[config.mk]
export PLATFORM = sky130hd
export DESIGN_NAME = sync_header_frame_deframer
export DESIGN_NICKNAME = d
export VERILOG_FILES = /design/src/sv/shdf_pkg.sv /design/src/sv/sync_header_frame_deframer.sv /design/src/sv/shdf_core.sv
export SDC_FILE = /design/constraint.sdc
export NUM_CORES = 1
export LEC_CHECK = 0
export ABC_AREA = 1
export BUFFER_PORTS_ARGS = -buffer_cell sky130_fd_sc_hd__buf_4
export CORE_MARGIN = 10
export CORE_UTILIZATION = 55
export DETAILED_ROUTE_END_ITERATION = 7
export PLACE_DENSITY_LB_ADDON = 0.25
export SETUP_SLACK_MARGIN = 0.1
export SLEW_MARGIN = 20
export SYNTH_ARGS = -nofsm -noshare
export SYNTH_HDL_FRONTEND = slang
export SYNTH_SLANG_ARGS = --single-unit
export TNS_END_PERCENT = 1
[constraint.sdc]
create_clock -name clk -period 3.84 [get_ports clk]
set_input_delay 0.96 -clock clk [delete_from_list [all_inputs] [get_ports clk]]
set_output_delay 0.96 -clock clk [all_outputs]
set_load 0.1 [all_outputs]
[src/sv/shdf_pkg.sv]
`default_nettype none
// ----------------------------------------------------------------------------
// shdf_pkg: shared types and constants of the sync header frame deframer
// Holds the hunt state encoding, the header byte values and the result word
// that passes from the frame tracker to the output stage.
// ----------------------------------------------------------------------------
package shdf_pkg;

  localparam logic [7:0] SYNC_U = 8'h55;
  localparam logic [7:0] SYNC_N = 8'h4E;
  localparam logic [7:0] SYNC_E = 8'h45;
  localparam logic [7:0] SYNC_R = 8'h52;
  localparam logic [7:0] COLON  = 8'h3A;

  // Checksum seed without the length byte
  localparam logic [7:0] HDR_XOR = SYNC_U ^ SYNC_N ^ SYNC_E ^ SYNC_R ^ COLON;

  typedef enum logic [2:0] {
    HUNT_U     = 3'd0,
    HUNT_N     = 3'd1,
    HUNT_E     = 3'd2,
    HUNT_R     = 3'd3,
    HUNT_LEN   = 3'd4,
    HUNT_COLON = 3'd5,
    HUNT_DATA  = 3'd6
  } hunt_t;

  typedef struct packed {
    logic       valid;
    logic [7:0] data;
    logic       last;
    logic       ok;
  } shdf_res_t;

endpackage : shdf_pkg
`default_nettype wire

[src/sv/sync_header_frame_deframer.sv]
`default_nettype none
// ----------------------------------------------------------------------------
// sync_header_frame_deframer: sync header frame deframer with XOR checksum
// Strips the "UNER" header, length and colon from a byte stream, passes the
// payload words on and closes each frame with a checksum verdict.
// ----------------------------------------------------------------------------
//
//  channel | direction | tdata        | tlast      | tuser
//  --------+-----------+--------------+------------+----------
//  in_     | slave     | rx_byte[7:0] | -          | -
//  out_    | master    | data_byte    | frame_end  | frame_ok
//
//  One word per cycle sustained while the output is not stalled: an accepted
//  word is held in the input register while the frame tracker decides on it,
//  and a result then enters the output register.
//  rst_n is synchronous, active low; it clears both valid flags and returns
//  the hunt to waiting for the first sync byte.
//  A stalled output holds the input register; words that produce no result
//  still wait for that slot, so backpressure reaches in_tready combinationally.
// ----------------------------------------------------------------------------
module sync_header_frame_deframer (
  input  wire logic       clk,
  input  wire logic       rst_n,
  input  wire logic       in_tvalid,
  output      logic       in_tready,
  input  wire logic [7:0] in_tdata,   // [7:0] rx_byte
  output      logic       out_tvalid,
  input  wire logic       out_tready,
  output      logic [7:0] out_tdata,  // [7:0] data_byte
  output      logic       out_tlast,  // frame_end
  output      logic       out_tuser   // [0] frame_ok
);
  import shdf_pkg::*;

  // Input register
  logic       s1_valid_r, s1_valid_nxt;
  logic [7:0] s1_data_r;

  // Output register
  logic       out_valid_r, out_valid_nxt;
  logic [7:0] out_data_r;
  logic       out_last_r;
  logic       out_ok_r;

  logic      advance;
  logic      step;
  shdf_res_t res;

  // Advance the held word whenever the output slot is free or being drained
  assign advance   = !out_valid_r || out_tready;
  assign step      = s1_valid_r && advance;
  assign in_tready = !s1_valid_r || advance;

  shdf_core u_core (
    .clk     (clk),
    .rst_n   (rst_n),
    .step    (step),
    .rx_byte (s1_data_r),
    .res     (res)
  );

  always_comb begin
    s1_valid_nxt = s1_valid_r;
    if (in_tready) begin
      s1_valid_nxt = in_tvalid;
    end
    out_valid_nxt = out_valid_r;
    if (advance) begin
      out_valid_nxt = step && res.valid;
    end
  end

  always_ff @(posedge clk) begin
    if (!rst_n) begin
      s1_valid_r  <= 1'b0;
      out_valid_r <= 1'b0;
    end else begin
      s1_valid_r  <= s1_valid_nxt;
      out_valid_r <= out_valid_nxt;
    end
  end

  // Payload registers: capture only, no reset
  always_ff @(posedge clk) begin
    if (in_tready && in_tvalid) begin
      s1_data_r <= in_tdata;
    end
    if (step && res.valid) begin
      out_data_r <= res.data;
      out_last_r <= res.last;
      out_ok_r   <= res.ok;
    end
  end

  assign out_tvalid = out_valid_r;
  assign out_tdata  = out_data_r;
  assign out_tlast  = out_last_r;
  assign out_tuser  = out_ok_r;

  // A good-checksum flag only rides on a frame end word
  a_ok_only_on_end : assert property (@(posedge clk) disable iff (!rst_n)
    out_tvalid |-> (!out_tuser || out_tlast))
    else $error("frame_ok set on a payload word");

  // A held input word stays put while the output slot is blocked
  a_hold_on_stall : assert property (@(posedge clk) disable iff (!rst_n)
    (s1_valid_r && !advance) |=> (s1_valid_r && $stable(s1_data_r)))
    else $error("input register lost a word during an output stall");

  // Every result the tracker produces lands in the output register
  a_result_lands : assert property (@(posedge clk) disable iff (!rst_n)
    (step && res.valid) |=> out_valid_r)
    else $error("result dropped on its way to the output register");

endmodule : sync_header_frame_deframer
`default_nettype wire

[src/sv/shdf_core.sv]
`default_nettype none
// ----------------------------------------------------------------------------
// shdf_core: frame tracker
// Hunts for the sync header, counts the payload, keeps the running checksum
// and forms the result word for the byte presented on rx_byte.
// ----------------------------------------------------------------------------
module shdf_core (
  input  wire logic                clk,
  input  wire logic                rst_n,
  input  wire logic                step,
  input  wire logic [7:0]          rx_byte,
  output shdf_pkg::shdf_res_t      res
);
  import shdf_pkg::*;

  hunt_t      state_r, state_nxt;
  logic [7:0] cnt_r, cnt_nxt;
  logic [7:0] xor_r, xor_nxt;
  hunt_t      restart;

  assign restart = (rx_byte == SYNC_U) ? HUNT_N : HUNT_U;

  always_ff @(posedge clk) begin
    if (!rst_n) begin
      state_r <= HUNT_U;
      cnt_r   <= 8'd0;
      xor_r   <= 8'd0;
    end else if (step) begin
      state_r <= state_nxt;
      cnt_r   <= cnt_nxt;
      xor_r   <= xor_nxt;
    end
  end

  always_comb begin
    state_nxt = state_r;
    cnt_nxt   = cnt_r;
    xor_nxt   = xor_r;
    res       = '{valid: 1'b0, data: rx_byte, last: 1'b0, ok: 1'b0};
    case (state_r)
      HUNT_U: begin
        state_nxt = restart;
      end
      HUNT_N: begin
        state_nxt = (rx_byte == SYNC_N) ? HUNT_E : restart;
      end
      HUNT_E: begin
        state_nxt = (rx_byte == SYNC_E) ? HUNT_R : restart;
      end
      HUNT_R: begin
        state_nxt = (rx_byte == SYNC_R) ? HUNT_LEN : restart;
      end
      HUNT_LEN: begin
        cnt_nxt   = rx_byte;
        state_nxt = HUNT_COLON;
      end
      HUNT_COLON: begin
        if (rx_byte == COLON) begin
          xor_nxt   = HDR_XOR ^ cnt_r;
          state_nxt = HUNT_DATA;
        end else begin
          state_nxt = restart;
        end
      end
      HUNT_DATA: begin
        cnt_nxt   = cnt_r - 8'd1;
        res.valid = 1'b1;
        if (cnt_r != 8'd1) begin
          xor_nxt = xor_r ^ rx_byte;
        end else begin
          // checksum byte closes the frame and is rechecked as a sync start
          res.last  = 1'b1;
          res.ok    = (xor_r == rx_byte);
          state_nxt = restart;
        end
      end
      default: begin
        state_nxt = HUNT_U;
      end
    endcase
  end

endmodule : shdf_core
`default_nettype wire

==> results.py <==
metrics = {
    "cts": {
        "clk_path_buf_depth": 2,
        "postCtsSetupBuffers": 0,
        "cts_buffers": 5,
        "cts-root-buf": "clkbuf_8",
        "cts.sinks": 39,
        "clk_pin_slew_ps": 70,
        "clock_latency_ps": 300,
        "cts_tree": "yes",
        "htreeDepth": 2,
        "cts_hold_buf": 0,
        "cts-resized-gates": 0,
    },
    "route": {
        "vias_per_cell": 5.575,
        "first_iter_violations": 162,
        "drtPass1Iterations": 7,
        "postRouteAntennaNets": 0,
        "drc": 0,
        "vias": 1812,
        "wl_per_cell_um": 14.22,
        "drt_wl_total_mm": 4.622,
    },
    "timing": {
        "tns_ps": 0,
        "setup_violations": 0,
        "rsz0062_at_grt": "false",
        "skew_ps": 9.398,
        "report.final.slew_viol_count": 0,
        "period_share": 0.6349,
        "max_freq_mhz": 410.2,
        "hold_viol": 0,
        "slew_headroom": 0.4847,
        "final.min_clock_period_ps": 2438,
        "worst_pin_slew_ps": 770.1,
    },
    "outcome": {
        "run_status": "complete, no violations",
    },
    "hold_path": {
        "holdCritPathClass": "reg -> reg",
    },
    "floorplan": {
        "io_pins": 24,
        "row_count": 21,
        "start_util": 0.5863,
        "dieArea_um2": 6492,
        "die_y_um": 80.58,
        "core_um2": 3442,
        "fp.dieW_um": 80.58,
    },
    "global_routing": {
        "grtUsageMet3": 0.05345,
        "met2_usage": 0.2373,
        "overflow": 0,
        "grt_util_all_layers": 0.1534,
        "grt_pass1_wl_mm": 7.776,
        "antenna_found_initial": 0,
        "grt_pass1_vias": 1724,
        "busiest_layer": "met2",
        "grt_max_degree": 25,
        "use_met1": 0.1763,
    },
    "yosys": {
        "synth-seq-cells": 39,
        "syn_inst": 255,
        "yosys.area.top_type": "edfxtp_1",
        "yosysWarnings": 0,
        "ys.flop_type": "dfxtp_1",
        "ys_top_cells_by_count": "nand2_1 (67), a21oi_1 (25), inv_1 (23)",
        "syn-mean-instance-area_um2": 7.914,
        "ys_top_cells_by_area": "edfxtp_1 (27%), dfxtp_1 (21%), nand2_1 (12%)",
        "yosysMostFrequentCell": "nand2_1",
        "synth_area_um2": 2018,
        "synth_top_area_frac": 0.2678,
        "synth_edf_count": 18,
        "synth_seq_area_share": 0.4761,
        "synth.distinct_cells": 26,
        "syn_nets": 269,
        "async_reset_ff_frac": 0,
    },
    "worst_setup_path": {
        "cp.required_ps": 2880,
        "arrival_ps": 1480,
        "worst-path-max-fanout": 3,
        "crit_path_end_kind": "output pin",
        "crit_type": "in -> out",
        "start_kind": "input port",
    },
    "cells_and_area": {
        "utilization": 0.6696,
        "drive_gt1_frac": 0.1398,
        "fin_area_um2": 2305,
        "fillCellCount": 326,
        "final_nets": 292,
        "areaGrowthSynthToFinish_pct": 14.20,
        "diodes": 0,
    },
    "power": {
        "p_leak_nw": 0.9530,
        "ir_drop_mv": 0.3191,
        "p_per_area_nw_per_um2": 361.7,
        "power_uw": 833.5,
    },
    "placement": {
        "dp_hpwl_mm": 3.384,
        "portBuffers": 23,
        "placed_cell_area_um2": 2193,
        "place_congestion": 0.9022,
    },
    "run": {
        "maxCapViolations": 0,
    },
}
registers in the layout, indices dropped and copies added (netlist names):
signal          count
out_tuser           1
s1_valid_r          1
u_core.state_r      3
s1_data_r           8
u_core.xor_r        8
out_tvalid          1
u_core.cnt_r        8
out_tlast           1
out_tdata           8
path summary, 6_finish.rpt:
path / cells past startpoint / from / slack, ps / to
worst max-delay path: 4 / out_tready / 1400 / in_tready
worst min-delay path: 2 / u_core.xor_r[5] / 480 / u_core.xor_r[5]
worst max register to register: 6 / u_core.state_r[1] / 1980 / u_core.xor_r[4]
worst min register to register: 2 / u_core.xor_r[5] / 480 / u_core.xor_r[5]
kinds of logic after synthesis:
| group | count (synthesis) | share of synthesized area |
|---|---|---|
| compound gates | 46 | 0.1172 |
| xor+xnor | 9 | 0.03906 |
| fa+ha+maj | 2 | 0.01240 |
| buf+inv | 34 | 0.07873 |
| flops | 39 | 0.4761 |
| simple gates | 125 | 0.2765 |
report_power, final:
group | internal (mW) | switching, mW
Combinational | 0.0140 | 0.0212
Clock | 0.194 | 0.148
Sequential | 0.443 | 0.0137
stage by stage:
step	cells	setup slack (ps)	hold slack (ps)
3_5_place_dp	317	1407	472.4
2_1_floorplan	255	890.2	452.7
6_report	325	1402	484.2
4_1_cts	325	1401	482.9
3_3_place_gp	317	1412	465.0
5_1_grt	325	1358	507.3
critical path: stages:
cell,delay (ps)
buf_4,100
inv_1,50
nand3_1,100
buf_4,250
layout by cell type, fill, tap and decap left out, drive strengths merged:
master | netlist | routed
nand2 | 69 | 69
nor2 | 22 | 22
o21a | 1 | 1
a22oi | 1 | 1
inv | 26 | 27
o21ai | 19 | 19
clkbuf | 1 | 5
nor3 | 5 | 5
edfxtp | 18 | 18
xor2 | 9 | 9
a21oi | 25 | 25
dfxtp | 21 | 21
nand3 | 18 | 18
nor4 | 2 | 2
buf | 6 | 23
bufinv | 0 | 1
nand4 | 9 | 9
ha | 2 | 2
clkinv | 1 | 2
routing by layer:
metal	part of all wire	vias up	wire, µm
li1	-	899	-
met1	0.43	828	2010
met2	0.46	68	2116
met3	0.073	17	338
met4	0.034	0	157
met5	0	-	0
layout make-up:
cell class	instances	area [µm²]	area share
inverters	27	103.9	0.04506
repair buffers	23	172.7	0.07492
flip-flops and latches	39	960.9	0.4169
well taps	46	57.56	0.02497
clock buffers	5	68.82	0.02986
clock inverters	3	42.54	0.01846
multi-input cells	182	898.4	0.3898
Note: power is estimated with default switching activity, not from simulation.
